<file path="src/hw/rtl/rpt_pkg.sv">
// Package for the reflection plane table: field widths, status codes,
// register indexes and the structs passed along the cell chain.
// No dependencies.
`default_nettype none

package rpt_pkg;

    // fixed field widths
    localparam int HEIGHT_W    = 28;
    localparam int DIST_W      = 24;
    localparam int TOL_W       = 16;
    localparam int CFG_CAP_W   = 5;
    localparam int CFG_DATA_W  = 16;
    localparam int CFG_IDX_W   = 1;
    localparam int STATUS_W    = 3;
    localparam int SLOT_W      = 4;
    localparam int COUNT_W     = 5;

    // stream word layout
    localparam int IN_TDATA_W  = 56;
    localparam int OUT_TDATA_W = 16;

    // defaults
    localparam int MAX_ENTRIES_DEF = 16;
    localparam logic [CFG_CAP_W-1:0] CAP_RESET = 5'd1;
    localparam logic [TOL_W-1:0]     TOL_RESET = 16'd26;   // 0.1 in Q.8

    // configuration register indexes
    localparam logic [CFG_IDX_W-1:0] CFG_CAPACITY = 1'd0;
    localparam logic [CFG_IDX_W-1:0] CFG_DUP_TOL  = 1'd1;

    // opcodes
    localparam logic OP_ADD   = 1'b0;
    localparam logic OP_CLEAR = 1'b1;

    typedef enum logic [STATUS_W-1:0] {
        ST_APPENDED  = 3'd0,
        ST_REPLACED  = 3'd1,
        ST_DUPLICATE = 3'd2,
        ST_DROPPED   = 3'd3,
        ST_DISABLED  = 3'd4,
        ST_CLEARED   = 3'd5
    } t_status;

    // query travelling down the chain
    typedef struct packed {
        logic                       valid;
        logic                       dup_hit;
        logic                       rep_hit;
        logic signed [HEIGHT_W-1:0] height;
        logic [DIST_W-1:0]          view_dist;
    } t_probe;

    // entry write broadcast to all cells
    typedef struct packed {
        logic                       en;
        logic signed [HEIGHT_W-1:0] height;
        logic [DIST_W-1:0]          view_dist;
    } t_wr;

endpackage

`default_nettype wire

</file>
<file path="src/hw/rtl/rpt_cell.sv">
// One table entry plus one stage of the probe chain.
// Depends on rpt_pkg.
`default_nettype none

module rpt_cell
    import rpt_pkg::*;
#(
    parameter int CELL_IDX = 0,
    parameter int IDX_W    = 4,
    parameter int CNT_W    = 5
) (
    input  wire logic             i_clk,
    input  wire logic             i_rst_n,
    input  wire logic [CNT_W-1:0] i_count,
    input  wire logic [TOL_W-1:0] i_tol,
    input  wire t_probe           i_probe,
    input  wire logic [IDX_W-1:0] i_dup_slot,
    input  wire logic [IDX_W-1:0] i_rep_slot,
    output t_probe                o_probe,
    output logic      [IDX_W-1:0] o_dup_slot,
    output logic      [IDX_W-1:0] o_rep_slot,
    input  wire t_wr              i_wr,
    input  wire logic [IDX_W-1:0] i_wr_slot
);

    logic signed [HEIGHT_W-1:0] r_height;
    logic [DIST_W-1:0]          r_dist;
    t_probe                     r_probe;
    logic [IDX_W-1:0]           r_dup_slot;
    logic [IDX_W-1:0]           r_rep_slot;

    t_probe                     n_probe;
    logic [IDX_W-1:0]           n_dup_slot;
    logic [IDX_W-1:0]           n_rep_slot;

    logic                       w_live;
    logic signed [HEIGHT_W:0]   w_diff;
    logic [HEIGHT_W:0]          w_abs;
    logic                       w_near;
    logic                       w_farther;

    assign w_live    = CNT_W'(CELL_IDX) < i_count;
    assign w_diff    = {r_height[HEIGHT_W-1], r_height}
                     - {i_probe.height[HEIGHT_W-1], i_probe.height};
    assign w_abs     = w_diff[HEIGHT_W] ? -w_diff : w_diff;
    assign w_near    = w_abs < (HEIGHT_W+1)'(i_tol);
    assign w_farther = i_probe.view_dist < r_dist;

    always_comb begin
        n_probe    = i_probe;
        n_dup_slot = i_dup_slot;
        n_rep_slot = i_rep_slot;
        if (w_live && !i_probe.dup_hit && w_near) begin
            n_probe.dup_hit = 1'b1;
            n_dup_slot      = IDX_W'(CELL_IDX);
        end
        if (w_live && !i_probe.rep_hit && w_farther) begin
            n_probe.rep_hit = 1'b1;
            n_rep_slot      = IDX_W'(CELL_IDX);
        end
    end

    always_ff @(posedge i_clk) begin
        if (!i_rst_n) begin
            r_probe.valid <= 1'b0;
        end else begin
            r_probe.valid <= i_probe.valid;
        end
        r_probe.dup_hit   <= n_probe.dup_hit;
        r_probe.rep_hit   <= n_probe.rep_hit;
        r_probe.height    <= n_probe.height;
        r_probe.view_dist <= n_probe.view_dist;
        r_dup_slot        <= n_dup_slot;
        r_rep_slot        <= n_rep_slot;
    end

    // entry storage, written only on commit of an add
    always_ff @(posedge i_clk) begin
        if (i_wr.en && (i_wr_slot == IDX_W'(CELL_IDX))) begin
            r_height <= i_wr.height;
            r_dist   <= i_wr.view_dist;
        end
    end

    assign o_probe    = r_probe;
    assign o_dup_slot = r_dup_slot;
    assign o_rep_slot = r_rep_slot;

endmodule

`default_nettype wire

</file>
<file path="src/hw/rtl/reflection_plane_table.sv">
// Top level of the reflection plane table: config registers, control FSM,
// output register and the chain of entry cells.
// Depends on rpt_pkg and rpt_cell.
`default_nettype none

// Holds up to MAX_ENTRIES (height, distance) pairs, one per cell in a chain.
// An add word is injected at the head of the chain; each cell compares its
// own entry against the query (duplicate height within dup_tolerance, stored
// distance greater than the new one) and passes the query on, one cell per
// clock. When the query leaves the tail the first duplicate and first
// replacement candidates are known and at most one write is broadcast to the
// chosen cell. An add thus runs through the cell registers, its time set by
// the length of the chain, then through DONE and the output register; clear
// and disabled adds go straight from IDLE to DONE. One word is processed at a
// time; the result sits in an output register so the next input word is taken
// while it waits. Capacity above MAX_ENTRIES saturates. Send a clear after
// changing capacity. Entry storage has no reset; only entries below the valid count are ever read.
module reflection_plane_table
    import rpt_pkg::*;
#(
    parameter int MAX_ENTRIES = MAX_ENTRIES_DEF
) (
    input  wire logic                   i_clk,
    input  wire logic                   i_rst_n,
    // config write port
    input  wire logic                   i_cfg_wr_en,
    input  wire logic [CFG_IDX_W-1:0]   i_cfg_index,
    input  wire logic [CFG_DATA_W-1:0]  i_cfg_wdata,
    // input words
    input  wire logic                   s_axis_tvalid,
    output logic                        s_axis_tready,
    input  wire logic [IN_TDATA_W-1:0]  s_axis_tdata,   // height[27:0], view_distance[51:28]
    input  wire logic                   s_axis_tuser,   // opcode[0]
    // result words
    output logic                        m_axis_tvalid,
    input  wire logic                   m_axis_tready,
    output logic [OUT_TDATA_W-1:0]      m_axis_tdata,   // slot[3:0], entry_count[8:4]
    output logic [STATUS_W-1:0]         m_axis_tuser    // status[2:0]
);

    localparam int IDX_W = (MAX_ENTRIES > 1) ? $clog2(MAX_ENTRIES) : 1;
    localparam int CNT_W = $clog2(MAX_ENTRIES + 1);
    localparam int CAP_W = (CNT_W > CFG_CAP_W) ? CNT_W : CFG_CAP_W;

    typedef enum logic [2:0] {
        S_IDLE = 3'b001,
        S_SCAN = 3'b010,
        S_DONE = 3'b100
    } t_state;

    // config registers
    logic [CFG_CAP_W-1:0] r_capacity;
    logic [TOL_W-1:0]     r_dup_tol;

    // control and pending result
    t_state               r_state, n_state;
    logic [CNT_W-1:0]     r_count;
    logic signed [HEIGHT_W-1:0] r_height;
    logic [DIST_W-1:0]    r_dist;
    t_status              r_res_status, n_res_status;
    logic [IDX_W-1:0]     r_res_slot, n_res_slot;
    logic [CNT_W-1:0]     r_res_count, n_res_count;
    logic                 r_res_wr, n_res_wr;

    // output register
    logic                 r_out_valid;
    t_status              r_out_status;
    logic [SLOT_W-1:0]    r_out_slot;
    logic [COUNT_W-1:0]   r_out_count;

    // chain wiring
    t_probe               w_probe    [MAX_ENTRIES+1];
    logic [IDX_W-1:0]     w_dup_slot [MAX_ENTRIES+1];
    logic [IDX_W-1:0]     w_rep_slot [MAX_ENTRIES+1];
    t_wr                  w_wr;

    logic                 w_in_acc;
    logic                 w_out_free;
    logic                 w_commit;
    logic [CAP_W-1:0]     w_cap_ext;
    logic [CAP_W-1:0]     w_cap_eff;
    logic                 w_disabled;
    logic                 w_has_room;
    logic signed [HEIGHT_W-1:0] w_in_height;
    logic [DIST_W-1:0]    w_in_dist;

    assign w_in_height = s_axis_tdata[HEIGHT_W-1:0];
    assign w_in_dist   = s_axis_tdata[HEIGHT_W+DIST_W-1:HEIGHT_W];

    assign s_axis_tready = (r_state == S_IDLE);
    assign w_in_acc      = s_axis_tvalid && s_axis_tready;
    assign w_out_free    = !r_out_valid || m_axis_tready;
    assign w_commit      = (r_state == S_DONE) && w_out_free;

    // effective capacity saturates at the table size
    assign w_cap_ext  = CAP_W'(r_capacity);
    assign w_cap_eff  = (w_cap_ext > CAP_W'(MAX_ENTRIES)) ? CAP_W'(MAX_ENTRIES) : w_cap_ext;
    assign w_disabled = (w_cap_eff == '0);
    assign w_has_room = CAP_W'(r_count) < w_cap_eff;

    // config writes
    always_ff @(posedge i_clk) begin
        if (!i_rst_n) begin
            r_capacity <= CAP_RESET;
            r_dup_tol  <= TOL_RESET;
        end else if (i_cfg_wr_en) begin
            unique case (i_cfg_index)
                CFG_CAPACITY: r_capacity <= i_cfg_wdata[CFG_CAP_W-1:0];
                CFG_DUP_TOL:  r_dup_tol  <= i_cfg_wdata[TOL_W-1:0];
                default: ;
            endcase
        end
    end

    // head of the chain: a fresh query with no hits
    always_comb begin
        w_probe[0].valid     = w_in_acc && (s_axis_tuser == OP_ADD) && !w_disabled;
        w_probe[0].dup_hit   = 1'b0;
        w_probe[0].rep_hit   = 1'b0;
        w_probe[0].height    = w_in_height;
        w_probe[0].view_dist = w_in_dist;
        w_dup_slot[0]        = '0;
        w_rep_slot[0]        = '0;
    end

    // write broadcast on commit
    assign w_wr.en        = w_commit && r_res_wr;
    assign w_wr.height    = r_height;
    assign w_wr.view_dist = r_dist;

    for (genvar g = 0; g < MAX_ENTRIES; g++) begin : g_cell
        rpt_cell #(
            .CELL_IDX (g),
            .IDX_W    (IDX_W),
            .CNT_W    (CNT_W)
        ) u_cell (
            .i_clk      (i_clk),
            .i_rst_n    (i_rst_n),
            .i_count    (r_count),
            .i_tol      (r_dup_tol),
            .i_probe    (w_probe[g]),
            .i_dup_slot (w_dup_slot[g]),
            .i_rep_slot (w_rep_slot[g]),
            .o_probe    (w_probe[g+1]),
            .o_dup_slot (w_dup_slot[g+1]),
            .o_rep_slot (w_rep_slot[g+1]),
            .i_wr       (w_wr),
            .i_wr_slot  (r_res_slot)
        );
    end

    // FSM and result decision
    always_comb begin
        n_state      = r_state;
        n_res_status = r_res_status;
        n_res_slot   = r_res_slot;
        n_res_count  = r_res_count;
        n_res_wr     = r_res_wr;
        unique case (r_state)
            S_IDLE: begin
                if (w_in_acc) begin
                    n_res_slot  = '0;
                    n_res_wr    = 1'b0;
                    n_res_count = r_count;
                    if (s_axis_tuser == OP_CLEAR) begin
                        n_res_status = ST_CLEARED;
                        n_res_count  = '0;
                        n_state      = S_DONE;
                    end else if (w_disabled) begin
                        n_res_status = ST_DISABLED;
                        n_state      = S_DONE;
                    end else begin
                        n_state = S_SCAN;
                    end
                end
            end
            S_SCAN: begin
                // tail of the chain carries the complete scan result
                if (w_probe[MAX_ENTRIES].valid) begin
                    n_state = S_DONE;
                    priority if (w_probe[MAX_ENTRIES].dup_hit) begin
                        n_res_status = ST_DUPLICATE;
                        n_res_slot   = w_dup_slot[MAX_ENTRIES];
                    end else if (w_has_room) begin
                        n_res_status = ST_APPENDED;
                        n_res_slot   = IDX_W'(r_count);
                        n_res_count  = CNT_W'(r_count + CNT_W'(1));
                        n_res_wr     = 1'b1;
                    end else if (w_probe[MAX_ENTRIES].rep_hit) begin
                        n_res_status = ST_REPLACED;
                        n_res_slot   = w_rep_slot[MAX_ENTRIES];
                        n_res_wr     = 1'b1;
                    end else begin
                        n_res_status = ST_DROPPED;
                    end
                end
            end
            S_DONE: begin
                if (w_out_free) begin
                    n_state = S_IDLE;
                end
            end
            default: n_state = S_IDLE;
        endcase
    end

    always_ff @(posedge i_clk) begin
        if (!i_rst_n) begin
            r_state     <= S_IDLE;
            r_count     <= '0;
            r_out_valid <= 1'b0;
            r_res_wr    <= 1'b0;
        end else begin
            r_state  <= n_state;
            r_res_wr <= n_res_wr;
            if (w_commit) begin
                r_count     <= r_res_count;
                r_out_valid <= 1'b1;
            end else if (m_axis_tready) begin
                r_out_valid <= 1'b0;
            end
        end
    end

    // payload registers
    always_ff @(posedge i_clk) begin
        r_res_status <= n_res_status;
        r_res_slot   <= n_res_slot;
        r_res_count  <= n_res_count;
        if (w_in_acc) begin
            r_height <= w_in_height;
            r_dist   <= w_in_dist;
        end
        if (w_commit) begin
            r_out_status <= r_res_status;
            r_out_slot   <= SLOT_W'(r_res_slot);
            r_out_count  <= COUNT_W'(r_res_count);
        end
    end

    assign m_axis_tvalid = r_out_valid;
    assign m_axis_tuser  = r_out_status;
    assign m_axis_tdata  = OUT_TDATA_W'({r_out_count, r_out_slot});

endmodule

`default_nettype wire

</file>
<file path="config.mk">
export PLATFORM = sky130hd
export DESIGN_NAME = reflection_plane_table
export DESIGN_NICKNAME = d
export VERILOG_FILES = /design/src/hw/rtl/rpt_pkg.sv /design/src/hw/rtl/rpt_cell.sv /design/src/hw/rtl/reflection_plane_table.sv
export SDC_FILE = /design/constraint.sdc
export NUM_CORES = 2
export LEC_CHECK = 0
export BUFFER_PORTS_ARGS = -buffer_cell sky130_fd_sc_hd__buf_2
export CELL_PAD_IN_SITES_DETAIL_PLACEMENT = 1
export CELL_PAD_IN_SITES_GLOBAL_PLACEMENT = 1
export CORE_MARGIN = 4
export CORE_UTILIZATION = 50
export CTS_BUF_LIST = sky130_fd_sc_hd__clkbuf_8 sky130_fd_sc_hd__clkbuf_16
export DETAILED_ROUTE_END_ITERATION = 10
export PLACE_DENSITY_LB_ADDON = 0.3
export SLEW_MARGIN = 10
export SYNTH_ARGS = -nofsm -noshare
export SYNTH_HDL_FRONTEND = slang
export SYNTH_SLANG_ARGS = --single-unit
export TNS_END_PERCENT = 20
</file>
<file path="constraint.sdc">
create_clock -name i_clk -period 7.7 [get_ports i_clk]
set_clock_uncertainty 0.15 [all_clocks]
set_input_delay 0.385 -clock i_clk [delete_from_list [all_inputs] [get_ports i_clk]]
set_output_delay 0.385 -clock i_clk [all_outputs]
set_load 0.02 [all_outputs]
</file>
==> flow_metrics.py <==
metrics = {
    "timing": {
        "timing.final.crit_share": 0.883,
        "tns_ns": 0,
        "slew_headroom": 0.142,
        "period_minus_slack_ns": 6.80,
        "worst_slew_pin_slew_ns": 1.28,
        "slew_violations": 0,
        "setup_viol": 0,
        "setup_ws_ns": 0.899,
        "clock.fmax_ghz": 0.147,
        "rsz0062_at_grt": "no",
        "final-hold-violation-count": 0,
    },
    "flow_run": {
        "max-cap-violations": 0,
    },
    "cts": {
        "cts_inserted_buffers": 189,
        "cts_resized": 0,
        "clk_pin_slew_ns": 0.06,
        "cts_tree": "done",
        "cts_htree_levels": 4,
        "post-cts-setup-buffers": 0,
        "cts-root-buf": "clkbuf_16",
        "clock_path_buffers": 3,
        "clock-sinks": 1865,
        "clock_latency_ns": 0.88,
    },
    "logic_synthesis": {
        "synth.most_common_cell": "ha_1",
        "syn_inst": 10500,
        "syn_area_um2": 104000,
        "ys.flop_type": "dfxtp_1",
        "synth.distinct_cells": 108,
        "synth_top_area_share": 0.262,
        "synthTopCellsByArea": "edfxtp_1, dfxtp_1, ha_1, inv_1, a21oi_1",
        "synth_edf_count": 908,
        "synth.ff_latch_count": 1865,
        "ys_warn_count": 0,
        "async_reset_ff_frac": 0,
        "ys_seq_area_frac": 0.445,
        "synth.top_cells.by_count": "ha_1, inv_1, dfxtp_1",
        "yosysTopAreaCell": "edfxtp_1",
        "avgSynthCellArea_um2": 9.91,
    },
    "global_routing": {
        "overflow": 0,
        "grt_max_degree": 54,
        "grt_pass1_wl_um": 556000,
        "grtUsageTotal": 0.335,
        "grt_pass1_vias": 89900,
        "antenna_found_initial": 50,
    },
    "final_layout": {
        "area_growth_syn_to_layout_pct": 10.7,
        "postLayoutCoreUtil": 0.557,
        "design_area_um2": 115000,
        "drive_above_1_share": 0.0649,
        "fin_nets": 11900,
    },
    "drt": {
        "wl_per_cell_um": 27.3,
        "drt-initial-drc-count": 7378,
        "drt_pass1_iterations": 6,
        "routed_wl_um": 374000,
        "drc": 0,
        "viasPerCell": 6.31,
        "routed-via-count": 86400,
        "antenna_left": 0,
    },
    "placed_design": {
        "post-place-ws_ns": 1.02,
        "dpl_cell_area_um2": 108000,
        "hpwl_um": 259000,
        "portBuffers": 88,
        "gp_congestion": 0.940,
    },
    "die": {
        "io_pins": 100,
        "die_w_um": 465,
        "die_h_um": 465,
        "fp-row-count": 167,
        "core_region_area_um2": 207000,
        "dieArea_um2": 216000,
        "initial_utilization": 0.503,
    },
    "setup_path": {
        "critical_path_class": "flop to flop",
        "crit_chain": "ha_1 -> fa_1 -> nand2b_1 -> a21oi_1 -> a31oi_1 -> o21ai_0 -> nor4_1 -> a211o_1 -> o21ai_0 -> xor2_1 -> ha_1 -> nor2b_1 -> a2111oi_0 -> a21oi_1 -> or4_1 -> a2111oi_0 -> nand4_1 -> and2_1",
        "cpPeakStageDelay_ns": 0.79,
        "path_max_fanout": 33,
        "cp.arrival_ns": 7.41,
        "endpoint_kind": "flop",
        "cp_slowest_cell": "a211o_1",
        "critPathRequiredTime_ns": 8.31,
        "worst_setup_path_start_kind": "flop",
    },
    "pwr": {
        "pwr_density_cell_nw_per_um2": 211,
        "leakagePower_nw": 48.8,
        "power_mw": 24.4,
        "ir_worst_vdd_v": 0.000261,
    },
    "hold_path": {
        "worstHoldPathType": "input pin to flop",
    },
    "outcome": {
        "status": "finished clean",
    },
}
-- stage by stage --
stage	instances	hold slack, ns
2_1_floorplan	10500	0.173
3_3_place_gp	13200	0.177
3_5_place_dp	13200	0.180
4_1_cts	13700	0.000539
5_1_grt	13700	0.0310
6_report	13700	0.0532
-- where the power goes --
part	switching, mW	total [mW]	internal, mW
clock network	4.38	9.70	5.32
logic	2.28	3.62	1.34
registers	0.337	11.1	10.7
total	7.00	24.4	17.4
-- cells by family after synthesis --
family          share of synthesized area
buf+inv                            0.0466
other cells                     0.0000360
fa+ha+maj                           0.132
compound gates                      0.182
flops                               0.445
simple gates                        0.144
xor+xnor                           0.0416
mux                               0.00876
-- sequential cells by signal, indices dropped and copies added, names as in the netlist, 3 cells and up --
name and flops:
g_cell.u_cell.r_height 448, r_res_count 5, r_capacity 5, r_res_status 3, r_dup_tol 16, r_dist 24
r_out_count 5, g_cell.u_cell.o_rep_slot 49, r_height 28, r_count 5, g_cell.u_cell.o_dup_slot 49, g_cell.u_cell.o_probe 828
m_axis_tuser 3, r_state 3, r_res_slot 4, r_out_slot 4, g_cell.u_cell.r_dist 384
-- final cells by class --
type                       instances  area, um^2
antenna                           36        90.1
clock buffer                     218        5170
clock inverter                   141        1360
fill                           22800       91800
inverter                        1006        3780
multi-input combinational       7387       53100
sequential                      1865       46400
tap                             2788        3490
timing repair buffer             265        1990
-- path summary, 6_finish.rpt --
kind	to	depth (start not counted)	startpoint	slack (ns)
worst min-delay path	g_cell[0].u_cell.o_probe[39]	2	s_axis_tdata[15]	0.05
worst max-delay path	g_cell[9].u_cell.o_dup_slot[1]	18	g_cell[8].u_cell.o_probe[24]	0.90
worst max register to register	g_cell[9].u_cell.o_dup_slot[1]	18	g_cell[8].u_cell.o_probe[24]	0.90
worst min register to register	g_cell[7].u_cell.o_probe[31]	0	g_cell[6].u_cell.o_probe[31]	0.16
-- per-layer routing --
metal	track usage	vias up	part of all wire
li1	-	39100	-
met1	0.403	43000	0.39
met2	0.561	3336	0.47
met3	0.0521	1046	0.068
met4	0.217	8	0.071
met5	0	-	0.00016
-- worst max-delay path: cells and delay by family (launching register included) --
family                   cells  cell delay, ns
AO/OA/AOI/OAI                8            3.22
flip-flops                   1            0.58
XOR/XNOR                     1            0.22
adder cells (fa/ha/maj)      3            0.81
AND/OR/NAND/NOR              6            1.70
-- cells in the final DEF (no fill, tap or decap), types with 34 or more instances in the layout --
cell           count
ha_1            1077
inv_1           1044
dfxtp_1          956
edfxtp_1         908
a21oi_1          709
nor2_1           593
nand2_1          584
o21ai_0          524
a21o_1           342
xnor2_1          310
nand3_1          208
nor3_1           208
clkbuf_16        193
xor2_1           185
nand2b_1         176
nand4_1          149
o21a_1           148
a211oi_1         145
nor2b_1          142
or3_1            119
and3_1           118
and2_1           108
a31oi_1          104
nor4_1           102
o211ai_1          98
or2_2             91
buf_4             90
buf_2             88
dlygate4sd3_1     87
o31ai_1           72
mux2i_1           71
nor3b_1           60
a21boi_0          57
a2111oi_0         52
o2111ai_1         49
o21bai_1          48
a211o_1           40
diode_2           36
and4_1            34
-- repair_timing --
| action | 4_1_cts | 5_1_grt |
|---|---|---|
| endpoints found under the setup margin | 0 | 0 |
| hold endpoints to repair | 141 | 0 |
| hold buffers | 87 | 0 |
No activity file was read; power rests on OpenSTA's default activity.
